`src/rtl/core/mnu_pkg.sv`:
```
package mnu_pkg;

  localparam int ELEM_W       = 16;
  localparam int MAG_W        = 16;
  localparam int SQ_W         = 31;
  localparam int ABS_TOTAL_W  = 28;
  localparam int SQ_TOTAL_W   = 42;
  localparam int SUM_W        = 22;
  localparam int ROOT_W       = 21;
  localparam int SQRT_STEPS   = 21;
  localparam int CNT_W        = 7;
  localparam int CFG_IDX_W    = 2;
  localparam int CFG_DATA_W   = 7;
  localparam int QUEUE_DEPTH  = 4;
  localparam int DEF_MAX_COLS = 64;
  localparam int DEF_MAX_ROWS = 64;

  typedef enum logic [CFG_IDX_W-1:0] {
    CFG_ROW_COUNT = 2'd0,
    CFG_COL_COUNT = 2'd1
  } cfg_reg_t;

  typedef struct packed {
    logic [MAG_W-1:0] mag;
    logic [SQ_W-1:0]  sq;
    logic             first_col;
    logic             last_col;
    logic             first_row;
    logic             last_row;
  } item_t;

  function automatic logic [SUM_W-1:0] add_sat22(logic [SUM_W-1:0] a, logic [MAG_W-1:0] b);
    logic [SUM_W:0] s;
    s = (SUM_W+1)'(a) + (SUM_W+1)'(b);
    return s[SUM_W] ? {SUM_W{1'b1}} : s[SUM_W-1:0];
  endfunction

endpackage

```
`src/rtl/core/mnu_if.sv`:
```
interface mnu_in_if;
  logic                              valid;
  logic                              ready;
  logic signed [mnu_pkg::ELEM_W-1:0] element_value;
  modport source (output valid, element_value, input ready);
  modport sink (input valid, element_value, output ready);
endinterface

interface mnu_out_if;
  logic                               valid;
  logic                               ready;
  logic [mnu_pkg::ABS_TOTAL_W-1:0]    entry_abs_sum;
  logic [mnu_pkg::MAG_W-1:0]          max_abs_entry;
  logic [mnu_pkg::SUM_W-1:0]          frobenius_norm;
  logic [mnu_pkg::SUM_W-1:0]          max_col_abs_sum;
  logic [mnu_pkg::SUM_W-1:0]          max_row_abs_sum;
  modport source (output valid, entry_abs_sum, max_abs_entry, frobenius_norm,
                  max_col_abs_sum, max_row_abs_sum, input ready);
  modport sink (input valid, entry_abs_sum, max_abs_entry, frobenius_norm,
                max_col_abs_sum, max_row_abs_sum, output ready);
endinterface

interface mnu_cfg_if;
  logic                             valid;
  logic                             ready;
  logic [mnu_pkg::CFG_IDX_W-1:0]    index;
  logic [mnu_pkg::CFG_DATA_W-1:0]   data;
  modport source (output valid, index, data, input ready);
  modport sink (input valid, index, data, output ready);
endinterface

```
`src/rtl/core/mnu_queue.sv`:
```
module mnu_queue (
  input  logic           clk,
  input  logic           rst_n,
  input  logic           push,
  input  mnu_pkg::item_t push_item,
  output logic           full,
  input  logic           pop,
  output mnu_pkg::item_t head,
  output logic           not_empty
);

  localparam int DEPTH = mnu_pkg::QUEUE_DEPTH;
  localparam int PTR_W = (DEPTH > 1) ? $clog2(DEPTH) : 1;
  localparam int CNT_W = $clog2(DEPTH + 1);

  mnu_pkg::item_t   mem_r [DEPTH];
  logic [PTR_W-1:0] wr_ptr_r, wr_ptr_nxt;
  logic [PTR_W-1:0] rd_ptr_r, rd_ptr_nxt;
  logic [CNT_W-1:0] count_r, count_nxt;

  assign full      = (count_r == CNT_W'(DEPTH));
  assign not_empty = (count_r != '0);
  assign head      = mem_r[rd_ptr_r];

  always_comb begin
    wr_ptr_nxt = wr_ptr_r;
    rd_ptr_nxt = rd_ptr_r;
    count_nxt  = count_r;
    if (push) begin
      wr_ptr_nxt = (32'(wr_ptr_r) == DEPTH - 1) ? '0 : wr_ptr_r + PTR_W'(1);
    end
    if (pop) begin
      rd_ptr_nxt = (32'(rd_ptr_r) == DEPTH - 1) ? '0 : rd_ptr_r + PTR_W'(1);
    end
    if (push && !pop) begin
      count_nxt = count_r + CNT_W'(1);
    end else if (pop && !push) begin
      count_nxt = count_r - CNT_W'(1);
    end
  end

  always_ff @(posedge clk) begin
    if (!rst_n) begin
      wr_ptr_r <= '0;
      rd_ptr_r <= '0;
      count_r  <= '0;
    end else begin
      wr_ptr_r <= wr_ptr_nxt;
      rd_ptr_r <= rd_ptr_nxt;
      count_r  <= count_nxt;
    end
  end

  always_ff @(posedge clk) begin
    if (push) begin
      mem_r[wr_ptr_r] <= push_item;
    end
  end

endmodule

```
`src/rtl/core/mnu_front.sv`:
```
module mnu_front #(
  parameter int MAX_COLS = mnu_pkg::DEF_MAX_COLS,
  parameter int MAX_ROWS = mnu_pkg::DEF_MAX_ROWS
) (
  input  logic            clk,
  input  logic            rst_n,
  mnu_in_if.sink          in_ch,
  mnu_cfg_if.sink         cfg_ch,
  input  logic            q_full,
  output logic            q_push,
  output mnu_pkg::item_t  q_item,
  output logic            stream_clear
);

  localparam int CW    = mnu_pkg::CNT_W;
  localparam int COL_W = (MAX_COLS > 1) ? $clog2(MAX_COLS) : 1;
  localparam int ROW_W = (MAX_ROWS > 1) ? $clog2(MAX_ROWS) : 1;

  logic [CW-1:0]             row_cnt_r, col_cnt_r;
  logic [COL_W-1:0]          col_idx_r, col_idx_nxt;
  logic [ROW_W-1:0]          row_idx_r, row_idx_nxt;
  logic [mnu_pkg::MAG_W-1:0] mag;
  logic [mnu_pkg::SQ_W-1:0]  prod;
  logic                      last_col, last_row, accept, cfg_wr;

  function automatic logic [CW-1:0] clamp_cnt(logic [CW-1:0] v, int maxv);
    if (v == '0) begin
      return CW'(1);
    end else if (int'(v) > maxv) begin
      return CW'(maxv);
    end
    return v;
  endfunction

  assign cfg_ch.ready = 1'b1;
  assign cfg_wr       = cfg_ch.valid && cfg_ch.ready;
  assign stream_clear = cfg_wr && ((cfg_ch.index == mnu_pkg::CFG_ROW_COUNT) ||
                                   (cfg_ch.index == mnu_pkg::CFG_COL_COUNT));

  assign in_ch.ready = !q_full;
  assign accept      = in_ch.valid && in_ch.ready;
  assign q_push      = accept;

  always_comb begin
    mag = in_ch.element_value[mnu_pkg::ELEM_W-1]
        ? (~in_ch.element_value + mnu_pkg::ELEM_W'(1)) : in_ch.element_value;
    prod     = mnu_pkg::SQ_W'(mag) * mnu_pkg::SQ_W'(mag);
    last_col = (32'(col_idx_r) + 32'd1) == 32'(col_cnt_r);
    last_row = (32'(row_idx_r) + 32'd1) == 32'(row_cnt_r);
    q_item.mag       = mag;
    q_item.sq        = prod;
    q_item.first_col = (col_idx_r == '0);
    q_item.last_col  = last_col;
    q_item.first_row = (row_idx_r == '0);
    q_item.last_row  = last_row;
    col_idx_nxt = last_col ? '0 : col_idx_r + COL_W'(1);
    row_idx_nxt = row_idx_r;
    if (last_col) begin
      row_idx_nxt = last_row ? '0 : row_idx_r + ROW_W'(1);
    end
  end

  always_ff @(posedge clk) begin
    if (!rst_n) begin
      row_cnt_r <= CW'(1);
      col_cnt_r <= CW'(1);
      col_idx_r <= '0;
      row_idx_r <= '0;
    end else if (stream_clear) begin
      if (cfg_ch.index == mnu_pkg::CFG_ROW_COUNT) begin
        row_cnt_r <= clamp_cnt(cfg_ch.data, MAX_ROWS);
      end else begin
        col_cnt_r <= clamp_cnt(cfg_ch.data, MAX_COLS);
      end
      col_idx_r <= '0;
      row_idx_r <= '0;
    end else if (accept) begin
      col_idx_r <= col_idx_nxt;
      row_idx_r <= row_idx_nxt;
    end
  end

endmodule

```
`src/rtl/core/mnu_sqrt.sv`:
```
module mnu_sqrt (
  input  logic                             clk,
  input  logic                             rst_n,
  input  logic                             start,
  input  logic [mnu_pkg::SQ_TOTAL_W-1:0]   radicand,
  output logic                             busy,
  output logic                             done,
  output logic [mnu_pkg::ROOT_W-1:0]       root
);

  localparam int XW    = mnu_pkg::SQ_TOTAL_W;
  localparam int RW    = mnu_pkg::ROOT_W;
  localparam int REM_W = RW + 2;
  localparam int STEPS = mnu_pkg::SQRT_STEPS;
  localparam int CNT_W = $clog2(STEPS);

  logic [XW-1:0]    x_r;
  logic [REM_W-1:0] rem_r;
  logic [RW-1:0]    root_r;
  logic [CNT_W-1:0] cnt_r;
  logic             busy_r, done_r;
  logic [REM_W+1:0] rem2, trial;
  logic             ge;

  // one result bit per cycle, two radicand bits consumed per step
  always_comb begin
    rem2  = {rem_r, x_r[XW-1 -: 2]};
    trial = (REM_W+2)'({root_r, 2'b01});
    ge    = (rem2 >= trial);
  end

  assign busy = busy_r || done_r;
  assign done = done_r;
  assign root = root_r;

  always_ff @(posedge clk) begin
    if (!rst_n) begin
      busy_r <= 1'b0;
      done_r <= 1'b0;
    end else begin
      done_r <= 1'b0;
      if (start) begin
        busy_r <= 1'b1;
      end else if (busy_r && (32'(cnt_r) == STEPS - 1)) begin
        busy_r <= 1'b0;
        done_r <= 1'b1;
      end
    end
  end

  always_ff @(posedge clk) begin
    if (start) begin
      x_r    <= radicand;
      rem_r  <= '0;
      root_r <= '0;
      cnt_r  <= '0;
    end else if (busy_r) begin
      x_r    <= {x_r[XW-3:0], 2'b00};
      rem_r  <= ge ? REM_W'(rem2 - trial) : REM_W'(rem2);
      root_r <= {root_r[RW-2:0], ge};
      cnt_r  <= cnt_r + CNT_W'(1);
    end
  end

endmodule

```
`src/rtl/core/mnu_back.sv`:
```
module mnu_back #(
  parameter int MAX_COLS = mnu_pkg::DEF_MAX_COLS
) (
  input  logic            clk,
  input  logic            rst_n,
  input  logic            stream_clear,
  input  logic            q_not_empty,
  input  mnu_pkg::item_t  q_head,
  output logic            q_pop,
  mnu_out_if.source       out_ch
);

  localparam int COL_W = (MAX_COLS > 1) ? $clog2(MAX_COLS) : 1;
  localparam int AW    = mnu_pkg::ABS_TOTAL_W;
  localparam int QW    = mnu_pkg::SQ_TOTAL_W;
  localparam int SW    = mnu_pkg::SUM_W;
  localparam int MW    = mnu_pkg::MAG_W;

  logic [SW-1:0]    col_mem [MAX_COLS];
  logic [SW-1:0]    rd_data_r;
  logic [COL_W-1:0] col_ptr_r, rd_col;

  logic             s2_valid_r;
  mnu_pkg::item_t   s2_item_r;
  logic [COL_W-1:0] s2_col_r;
  logic             fwd_valid_r;
  logic [COL_W-1:0] fwd_col_r;
  logic [SW-1:0]    fwd_data_r;

  logic [AW-1:0] abs_total_r, abs_total_nxt;
  logic [MW-1:0] abs_peak_r, abs_peak_nxt;
  logic [QW-1:0] sq_total_r, sq_total_nxt;
  logic [SW-1:0] row_sum_r, row_sum_nxt;
  logic [SW-1:0] row_peak_r, row_peak_nxt;
  logic [SW-1:0] col_peak_r, col_peak_nxt;
  logic [SW-1:0] col_base, col_sum_nxt;
  logic [AW:0]   abs_sum;
  logic [QW:0]   sq_sum;
  logic          matrix_done, fin_busy, sqrt_busy, sqrt_done, sqrt_start;
  logic [mnu_pkg::ROOT_W-1:0] sqrt_root;

  logic [AW-1:0] fin_abs_total_r;
  logic [MW-1:0] fin_abs_peak_r;
  logic [SW-1:0] fin_row_peak_r, fin_col_peak_r;

  logic          out_valid_r;
  logic [AW-1:0] out_abs_total_r;
  logic [MW-1:0] out_abs_peak_r;
  logic [SW-1:0] out_frob_r, out_col_peak_r, out_row_peak_r;

  // a matrix end may only enter the pipe when the finishing path is free
  assign fin_busy = sqrt_busy || out_valid_r ||
                    (s2_valid_r && s2_item_r.last_col && s2_item_r.last_row);
  assign q_pop    = q_not_empty &&
                    !(q_head.last_col && q_head.last_row && fin_busy);
  assign rd_col   = q_head.first_col ? '0 : col_ptr_r + COL_W'(1);

  always_comb begin
    matrix_done   = s2_item_r.last_col && s2_item_r.last_row;
    abs_sum       = (AW+1)'(abs_total_r) + (AW+1)'(s2_item_r.mag);
    abs_total_nxt = abs_sum[AW] ? {AW{1'b1}} : abs_sum[AW-1:0];
    abs_peak_nxt  = (s2_item_r.mag > abs_peak_r) ? s2_item_r.mag : abs_peak_r;
    sq_sum        = (QW+1)'(sq_total_r) + (QW+1)'(s2_item_r.sq);
    sq_total_nxt  = sq_sum[QW] ? {QW{1'b1}} : sq_sum[QW-1:0];
    row_sum_nxt   = s2_item_r.first_col ? SW'(s2_item_r.mag)
                  : mnu_pkg::add_sat22(row_sum_r, s2_item_r.mag);
    row_peak_nxt  = (s2_item_r.last_col && (row_sum_nxt > row_peak_r))
                  ? row_sum_nxt : row_peak_r;
    // write from the previous cycle has not reached the registered read
    col_base      = (fwd_valid_r && (fwd_col_r == s2_col_r)) ? fwd_data_r : rd_data_r;
    col_sum_nxt   = s2_item_r.first_row ? SW'(s2_item_r.mag)
                  : mnu_pkg::add_sat22(col_base, s2_item_r.mag);
    col_peak_nxt  = (s2_item_r.last_row && (col_sum_nxt > col_peak_r))
                  ? col_sum_nxt : col_peak_r;
    sqrt_start    = s2_valid_r && matrix_done;
  end

  always_ff @(posedge clk) begin
    if (q_pop) begin
      rd_data_r <= col_mem[rd_col];
    end
    if (s2_valid_r) begin
      col_mem[s2_col_r] <= col_sum_nxt;
    end
  end

  always_ff @(posedge clk) begin
    if (!rst_n) begin
      s2_valid_r  <= 1'b0;
      fwd_valid_r <= 1'b0;
      abs_total_r <= '0;
      abs_peak_r  <= '0;
      sq_total_r  <= '0;
      row_sum_r   <= '0;
      row_peak_r  <= '0;
      col_peak_r  <= '0;
    end else begin
      s2_valid_r  <= q_pop;
      fwd_valid_r <= s2_valid_r;
      priority if (stream_clear || sqrt_start) begin
        abs_total_r <= '0;
        abs_peak_r  <= '0;
        sq_total_r  <= '0;
        row_sum_r   <= '0;
        row_peak_r  <= '0;
        col_peak_r  <= '0;
      end else if (s2_valid_r) begin
        abs_total_r <= abs_total_nxt;
        abs_peak_r  <= abs_peak_nxt;
        sq_total_r  <= sq_total_nxt;
        row_sum_r   <= row_sum_nxt;
        row_peak_r  <= row_peak_nxt;
        col_peak_r  <= col_peak_nxt;
      end else begin
        abs_total_r <= abs_total_r;
        abs_peak_r  <= abs_peak_r;
        sq_total_r  <= sq_total_r;
        row_sum_r   <= row_sum_r;
        row_peak_r  <= row_peak_r;
        col_peak_r  <= col_peak_r;
      end
    end
  end

  always_ff @(posedge clk) begin
    if (q_pop) begin
      s2_item_r <= q_head;
      s2_col_r  <= rd_col;
      col_ptr_r <= rd_col;
    end
    fwd_col_r  <= s2_col_r;
    fwd_data_r <= col_sum_nxt;
    if (sqrt_start) begin
      fin_abs_total_r <= abs_total_nxt;
      fin_abs_peak_r  <= abs_peak_nxt;
      fin_row_peak_r  <= row_peak_nxt;
      fin_col_peak_r  <= col_peak_nxt;
    end
    if (sqrt_done) begin
      out_abs_total_r <= fin_abs_total_r;
      out_abs_peak_r  <= fin_abs_peak_r;
      out_frob_r      <= SW'(sqrt_root);
      out_col_peak_r  <= fin_col_peak_r;
      out_row_peak_r  <= fin_row_peak_r;
    end
  end

  always_ff @(posedge clk) begin
    if (!rst_n) begin
      out_valid_r <= 1'b0;
    end else if (sqrt_done) begin
      out_valid_r <= 1'b1;
    end else if (out_ch.ready) begin
      out_valid_r <= 1'b0;
    end
  end

  mnu_sqrt u_sqrt (
    .clk      (clk),
    .rst_n    (rst_n),
    .start    (sqrt_start),
    .radicand (sq_total_nxt),
    .busy     (sqrt_busy),
    .done     (sqrt_done),
    .root     (sqrt_root)
  );

  assign out_ch.valid           = out_valid_r;
  assign out_ch.entry_abs_sum   = out_abs_total_r;
  assign out_ch.max_abs_entry   = out_abs_peak_r;
  assign out_ch.frobenius_norm  = out_frob_r;
  assign out_ch.max_col_abs_sum = out_col_peak_r;
  assign out_ch.max_row_abs_sum = out_row_peak_r;

endmodule

```
`src/rtl/core/matrix_norm_unit_top.sv`:
```
// Streaming matrix norms.
// in_ch  : one signed Q8.8 entry per item, row-major; ready drops only when
//          the four-entry queue to the accumulators is full.
// cfg_ch : index 0 = row count, index 1 = column count (0 acts as 1, values
//          above MAX_ROWS / MAX_COLS clamp). Any such write restarts the matrix.
//          Always ready; write only while no matrix is in progress.
// out_ch : one item per matrix with abs sum, peak |a|, Frobenius norm, and the
//          largest column and row absolute sums.
// Throughput: one entry per cycle within a matrix. The last entry of a matrix
// waits in the queue while the previous result is still being finished or has
// not been taken.
// Result: the last entry of a matrix starts the 21-step bit-serial square root
// from the accumulator stage; the norms are registered onto out_ch when it ends.
// Reset: counts return to 1, all sums clear; column sums are written in row 0
// and need no clearing.
// A stalled out_ch holds its item; entries keep flowing until the next matrix
// end reaches the head of the queue.
module matrix_norm_unit_top #(
  parameter int MAX_COLS = mnu_pkg::DEF_MAX_COLS,
  parameter int MAX_ROWS = mnu_pkg::DEF_MAX_ROWS
) (
  input  logic        clk,
  input  logic        rst_n,
  mnu_in_if.sink      in_ch,
  mnu_out_if.source   out_ch,
  mnu_cfg_if.sink     cfg_ch
);

  logic           q_push, q_full, q_pop, q_not_empty, stream_clear;
  mnu_pkg::item_t q_item, q_head;

  mnu_front #(
    .MAX_COLS (MAX_COLS),
    .MAX_ROWS (MAX_ROWS)
  ) u_front (
    .clk          (clk),
    .rst_n        (rst_n),
    .in_ch        (in_ch),
    .cfg_ch       (cfg_ch),
    .q_full       (q_full),
    .q_push       (q_push),
    .q_item       (q_item),
    .stream_clear (stream_clear)
  );

  mnu_queue u_queue (
    .clk       (clk),
    .rst_n     (rst_n),
    .push      (q_push),
    .push_item (q_item),
    .full      (q_full),
    .pop       (q_pop),
    .head      (q_head),
    .not_empty (q_not_empty)
  );

  mnu_back #(
    .MAX_COLS (MAX_COLS)
  ) u_back (
    .clk          (clk),
    .rst_n        (rst_n),
    .stream_clear (stream_clear),
    .q_not_empty  (q_not_empty),
    .q_head       (q_head),
    .q_pop        (q_pop),
    .out_ch       (out_ch)
  );

endmodule

```
`src/flat_wrapper.sv`:
```
// flat-port wrapper written by rule: the top's interface ports become plain ports
module matrix_norm_unit_top_flat 
#(
  parameter int MAX_COLS = mnu_pkg::DEF_MAX_COLS,
  parameter int MAX_ROWS = mnu_pkg::DEF_MAX_ROWS
)
  (clk, rst_n, in_ch_valid, in_ch_element_value, in_ch_ready, out_ch_valid, out_ch_entry_abs_sum, out_ch_max_abs_entry, out_ch_frobenius_norm, out_ch_max_col_abs_sum, out_ch_max_row_abs_sum, out_ch_ready, cfg_ch_valid, cfg_ch_index, cfg_ch_data, cfg_ch_ready);
  mnu_in_if in_ch_i ();
  mnu_out_if out_ch_i ();
  mnu_cfg_if cfg_ch_i ();
  input  logic clk;
  input  logic rst_n;
  input wire logic [$bits(in_ch_i.valid)-1:0] in_ch_valid;
  input wire logic [$bits(in_ch_i.element_value)-1:0] in_ch_element_value;
  output wire logic [$bits(in_ch_i.ready)-1:0] in_ch_ready;
  output wire logic [$bits(out_ch_i.valid)-1:0] out_ch_valid;
  output wire logic [$bits(out_ch_i.entry_abs_sum)-1:0] out_ch_entry_abs_sum;
  output wire logic [$bits(out_ch_i.max_abs_entry)-1:0] out_ch_max_abs_entry;
  output wire logic [$bits(out_ch_i.frobenius_norm)-1:0] out_ch_frobenius_norm;
  output wire logic [$bits(out_ch_i.max_col_abs_sum)-1:0] out_ch_max_col_abs_sum;
  output wire logic [$bits(out_ch_i.max_row_abs_sum)-1:0] out_ch_max_row_abs_sum;
  input wire logic [$bits(out_ch_i.ready)-1:0] out_ch_ready;
  input wire logic [$bits(cfg_ch_i.valid)-1:0] cfg_ch_valid;
  input wire logic [$bits(cfg_ch_i.index)-1:0] cfg_ch_index;
  input wire logic [$bits(cfg_ch_i.data)-1:0] cfg_ch_data;
  output wire logic [$bits(cfg_ch_i.ready)-1:0] cfg_ch_ready;
  assign in_ch_i.valid = in_ch_valid;
  assign in_ch_i.element_value = in_ch_element_value;
  assign in_ch_ready = in_ch_i.ready;
  assign out_ch_valid = out_ch_i.valid;
  assign out_ch_entry_abs_sum = out_ch_i.entry_abs_sum;
  assign out_ch_max_abs_entry = out_ch_i.max_abs_entry;
  assign out_ch_frobenius_norm = out_ch_i.frobenius_norm;
  assign out_ch_max_col_abs_sum = out_ch_i.max_col_abs_sum;
  assign out_ch_max_row_abs_sum = out_ch_i.max_row_abs_sum;
  assign out_ch_i.ready = out_ch_ready;
  assign cfg_ch_i.valid = cfg_ch_valid;
  assign cfg_ch_i.index = cfg_ch_index;
  assign cfg_ch_i.data = cfg_ch_data;
  assign cfg_ch_ready = cfg_ch_i.ready;
  matrix_norm_unit_top #(.MAX_COLS(MAX_COLS), .MAX_ROWS(MAX_ROWS)) u_core (.clk(clk), .rst_n(rst_n), .in_ch(in_ch_i), .out_ch(out_ch_i), .cfg_ch(cfg_ch_i));
endmodule
```
`config.mk`:
```
export PLATFORM = sky130hd
export DESIGN_NAME = matrix_norm_unit_top_flat
export DESIGN_NICKNAME = d
export VERILOG_FILES = /design/src/rtl/core/mnu_pkg.sv /design/src/rtl/core/mnu_if.sv /design/src/rtl/core/mnu_queue.sv /design/src/rtl/core/mnu_front.sv /design/src/rtl/core/mnu_sqrt.sv /design/src/rtl/core/mnu_back.sv /design/src/rtl/core/matrix_norm_unit_top.sv /design/src/flat_wrapper.sv
export SDC_FILE = /design/constraint.sdc
export NUM_CORES = 2
export LEC_CHECK = 0
export BUFFER_PORTS_ARGS = -buffer_cell sky130_fd_sc_hd__buf_2
export CAP_MARGIN = 10
export CELL_PAD_IN_SITES_DETAIL_PLACEMENT = 0
export CELL_PAD_IN_SITES_GLOBAL_PLACEMENT = 1
export CORE_MARGIN = 8
export CORE_UTILIZATION = 45
export DETAILED_ROUTE_END_ITERATION = 16
export PLACE_DENSITY_LB_ADDON = 0.1
export SYNTH_ARGS = -nofsm -noshare
export SYNTH_HDL_FRONTEND = slang
export SYNTH_SLANG_ARGS = --single-unit
```
`constraint.sdc`:
```
create_clock -name clk -period 10.6 [get_ports clk]
set_input_delay 2.12 -clock clk [delete_from_list [all_inputs] [get_ports clk]]
set_output_delay 2.12 -clock clk [all_outputs]
set_load 0.05 [all_outputs]
```
==> summary.txt <==
status -> completed
initial antenna violation count -> 19
Design Area, Final -> 110000 sq um
post-synth design cell area -> 98000 sq um
worst-case vdd ir drop -> 0.415 mV
signed area change from the synthesized netlist to the final layout -> 12.1%
Final Hold Slack -> 388 ps
Worst path top cell family by delay -> adder cells
Tot Pwr -> 39.0 mW
adder and majority cell fraction of the synthesized area -> 6.86%
HPWL after DPL -> 157000 microns
maximum number of pins on one net before global-route repair -> 182
routing usage on met1 -> 33.7%
Min-Delay Endpoint -> u_core.u_back.out_ch.entry_abs_sum[5]
final RePlAce weighted congestion -> 0.816
floorplan die height -> 483 microns
setup_tns -> 0 ps
share of final-layout standard cells stronger than drive strength 1 -> 11.4%
setup repair bufs after CTS -> 0
Core Box Area -> 217000 sq um
global-route wire length before repair -> 393000 microns
Max stage delay on crit path -> 550 ps
number of enable flip-flop cells after synthesis -> 1920
number of design-rule violations left by the first detailed-router iteration -> 5461
CTS tree -> built
Critical Path Fanout Max -> 4
Tmin final -> 9400 ps
number of hold buffers added after cts -> 0
met2 track demand over resource -> 33.5%
DRC viols -> 0
Post-Synth XOR/XNOR Area -> 1.62%
final period utilization -> 88.6%
count of TritonRoute iterations in the first routing pass -> 6
hold-critical path depth -> 0
Post-Route Skew -> 61.2 ps
share of flip-flops with an asynchronous set or reset -> 0%
slack of the worst reg-to-reg path -> 2270 ps
Slew @ Worst Pin -> 1360 ps
launching element type of the critical path -> input port
Hold/Removal Path Class -> reg2reg
net count reported at finish -> 8087
Via density -> 5.71
cell at the root of the clock tree -> clkbuf_16
sequential cell area fraction in the yosys report -> 64.3%
combined buffer and inverter count along the critical path -> 4
Post-Syn Instances -> 7510
unrepaired setup endpoints after global routing -> no
count of final max-slew check failures -> 0
most used routing layer in global routing -> met1
length in cells of the worst reg-to-reg path -> 22
commonest cells in the netlist -> 1920 x edfxtp_1, 961 x nand2_1, 384 x nor2_1
upper clock frequency limit -> 106 MHz
pwr/cell area -> 355 nW/um^2
Max stage delay cell, worst path -> or4_4
row count -> 171
top cell type by total area after synthesis -> edfxtp_1
worst reg2reg path startpoint -> u_core.u_back.s2_col_r[1]
post-DR wirelength/cell -> 24.7 microns
Synth top area share -> 58.8%
number of CTS-inserted buffers -> 225
H-tree lvl count -> 4
total number of vias -> 61000
final antenna-violating net count -> 0
Synth Area in Simple Gates -> 8.84%
Layout Cells excl Fill -> 10700
Yosys warnings -> 0
dominant combinational cell family by area after synthesis -> compound AO/OA/AOI/OAI gates
mean area per synthesized cell -> 13.0 sq um
Crit path arrival time -> 10040 ps
number of ports placed on the die boundary -> 143
number of flip-flops and latches in the synthesized netlist -> 2189
quantity of gates resized following cts -> 0
met3 demand-to-capacity share in global routing -> 3.83%
Min-Delay Startpoint -> u_core.u_back.fin_abs_total_r[5]
later-pin clock latency in the skew report -> 880 ps
CTS sink cnt -> 2189
final global-route overflow total -> 0
area post-placement -> 102000 sq um
Leak -> 38.4 nW
type of the worst setup path -> in2reg
complex-gate fraction of the synthesized area -> 11.7%
area of the die -> 233000 sq um
placed instance count -> 10200
number of port buffers -> 140
die width -> 483 microns
Worst Setup End Kind -> register
count of cell types in the netlist -> 98
number of failing setup endpoints in the final timing report -> 0
Initial Util -> 45.2%
vias in the first global route -> 60500
multiplexer share of the synthesized area -> 3.23%
clock-pin slew on the worst setup and hold paths -> 60 ps
Total GRT Usage -> 22.2%
leading register cell type out of synthesis -> edfxtp_1
critical path required time -> 11250 ps
max capacitance violation total -> 0
R2R Path End -> u_core.u_back.fin_col_peak_r[16]
Final Routed Wirelength -> 264000 microns
most frequent cell after synthesis -> edfxtp_1
biggest area contributors in the synthesized netlist -> edfxtp_1 59%, dfxtp_1 5.5%, nand2_1 3.7%, ha_1 3.4%, fa_1 3.4%
maximum root-to-sink buffer count -> 3
most used cell, CP -> fa_1
slew margin rel. -> 8.97%
Hold Vio Cnt, Final -> 0
## cells in the final DEF (no fill, tap or decap), types with 53 or more instances in the layout
| cell type | instances |
|---|---|
| nor2_1 | 317 |
| clkbuf_1 | 53 |
| a311oi_1 | 228 |
| dfxtp_1 | 264 |
| a21oi_1 | 313 |
| xor2_1 | 73 |
| a21o_1 | 85 |
| edfxtp_1 | 1920 |
| and2_0 | 65 |
| mux2i_1 | 154 |
| o21ai_0 | 310 |
| ha_1 | 270 |
| nand2_1 | 959 |
| fa_1 | 167 |
| xnor2_1 | 104 |
| clkinv_1 | 57 |
| clkbuf_16 | 226 |
| nand3_1 | 99 |
| a31oi_1 | 111 |
| buf_2 | 140 |
| a211oi_1 | 204 |
| o221ai_1 | 91 |
| inv_1 | 371 |
| nor3_1 | 113 |
| and2_1 | 125 |
| buf_4 | 158 |
## logic make-up (layout without fill, tap and decap cells)
kind of cell / after synthesis / in the layout
multiplexers: 249 / 249
adder cells (fa/ha/maj): 437 / 437
AO/OA/AOI/OAI: 1680 / 1680
AND/OR/NAND/NOR: 1951 / 1951
buffers and inverters: 821 / 1119
XOR/XNOR: 181 / 181
other: 2 / 19
flip-flops: 2189 / 2189
## state kept, by name (all words and copies together) (netlist names), 23 cells and up, named ones only
signal,cells
u_core.u_back.col_mem,1408
u_core.u_queue.mem_r,196
u_core.u_back.s2_item_r,49
u_core.u_back.sq_total_r,42
u_core.u_back.u_sqrt.x_r,42
u_core.u_back.abs_total_r,28
u_core.u_back.fin_abs_total_r,28
u_core.u_back.out_ch.entry_abs_sum,28
u_core.u_back.u_sqrt.rem_r,23
## metrics by stage
stage / util, % / setup WS (ps)
after CTS: 50.7 / 1180
after global routing: 50.7 / 708
after floorplan: - / 951
after detailed placement: 47.3 / 262
final: 50.7 / 1200
after global placement: 47.3 / 410
## power by group
part           internal (mW)  switching, mW
Sequential              13.1          0.428
Combinational           5.45           12.1
Clock                   4.50           3.40
## worst max path at each step
stage / from / cells past startpoint / endpoint
2_1_floorplan: in_ch_element_value[5] / 28 / u_core.u_queue.mem_r[0][34]
4_1_cts: in_ch_element_value[5] / 29 / u_core.u_queue.mem_r[2][34]
3_3_place_gp: in_ch_element_value[5] / 29 / u_core.u_queue.mem_r[2][34]
5_1_grt: in_ch_element_value[4] / 29 / u_core.u_queue.mem_r[1][34]
6_report: in_ch_element_value[5] / 29 / u_core.u_queue.mem_r[2][34]
3_5_place_dp: in_ch_element_value[5] / 29 / u_core.u_queue.mem_r[3][34]
## worst reg2reg max path, delay by kind of cell (launching register included)
| family | cells | cell delay [ps] |
|---|---|---|
| flip-flops | 1 | 720 |
| buffers and inverters | 3 | 1050 |
| XOR/XNOR | 1 | 220 |
| adder cells (fa/ha/maj) | 2 | 790 |
| AND/OR/NAND/NOR | 6 | 2330 |
| AO/OA/AOI/OAI | 8 | 2170 |
| multiplexers | 2 | 770 |
## final cells by class
cell class | instances | area (sq um)
fillers | 18600 | 107000
multi-input cells | 4511 | 32400
diodes | 6 | 15.0
clock inverters | 140 | 1460
well taps | 2854 | 3570
flip-flops and latches | 2189 | 63100
repair buffers | 306 | 2010
inverters | 387 | 1470
clock buffers | 286 | 5950
## metal layers
metal | wire [microns] | vias up
met5 | 0 | -
met4 | 5740 | 0
met3 | 18400 | 335
met2 | 115000 | 1746
met1 | 125000 | 30700
li1 | - | 28300
Note: power is estimated with default switching activity, not from simulation.
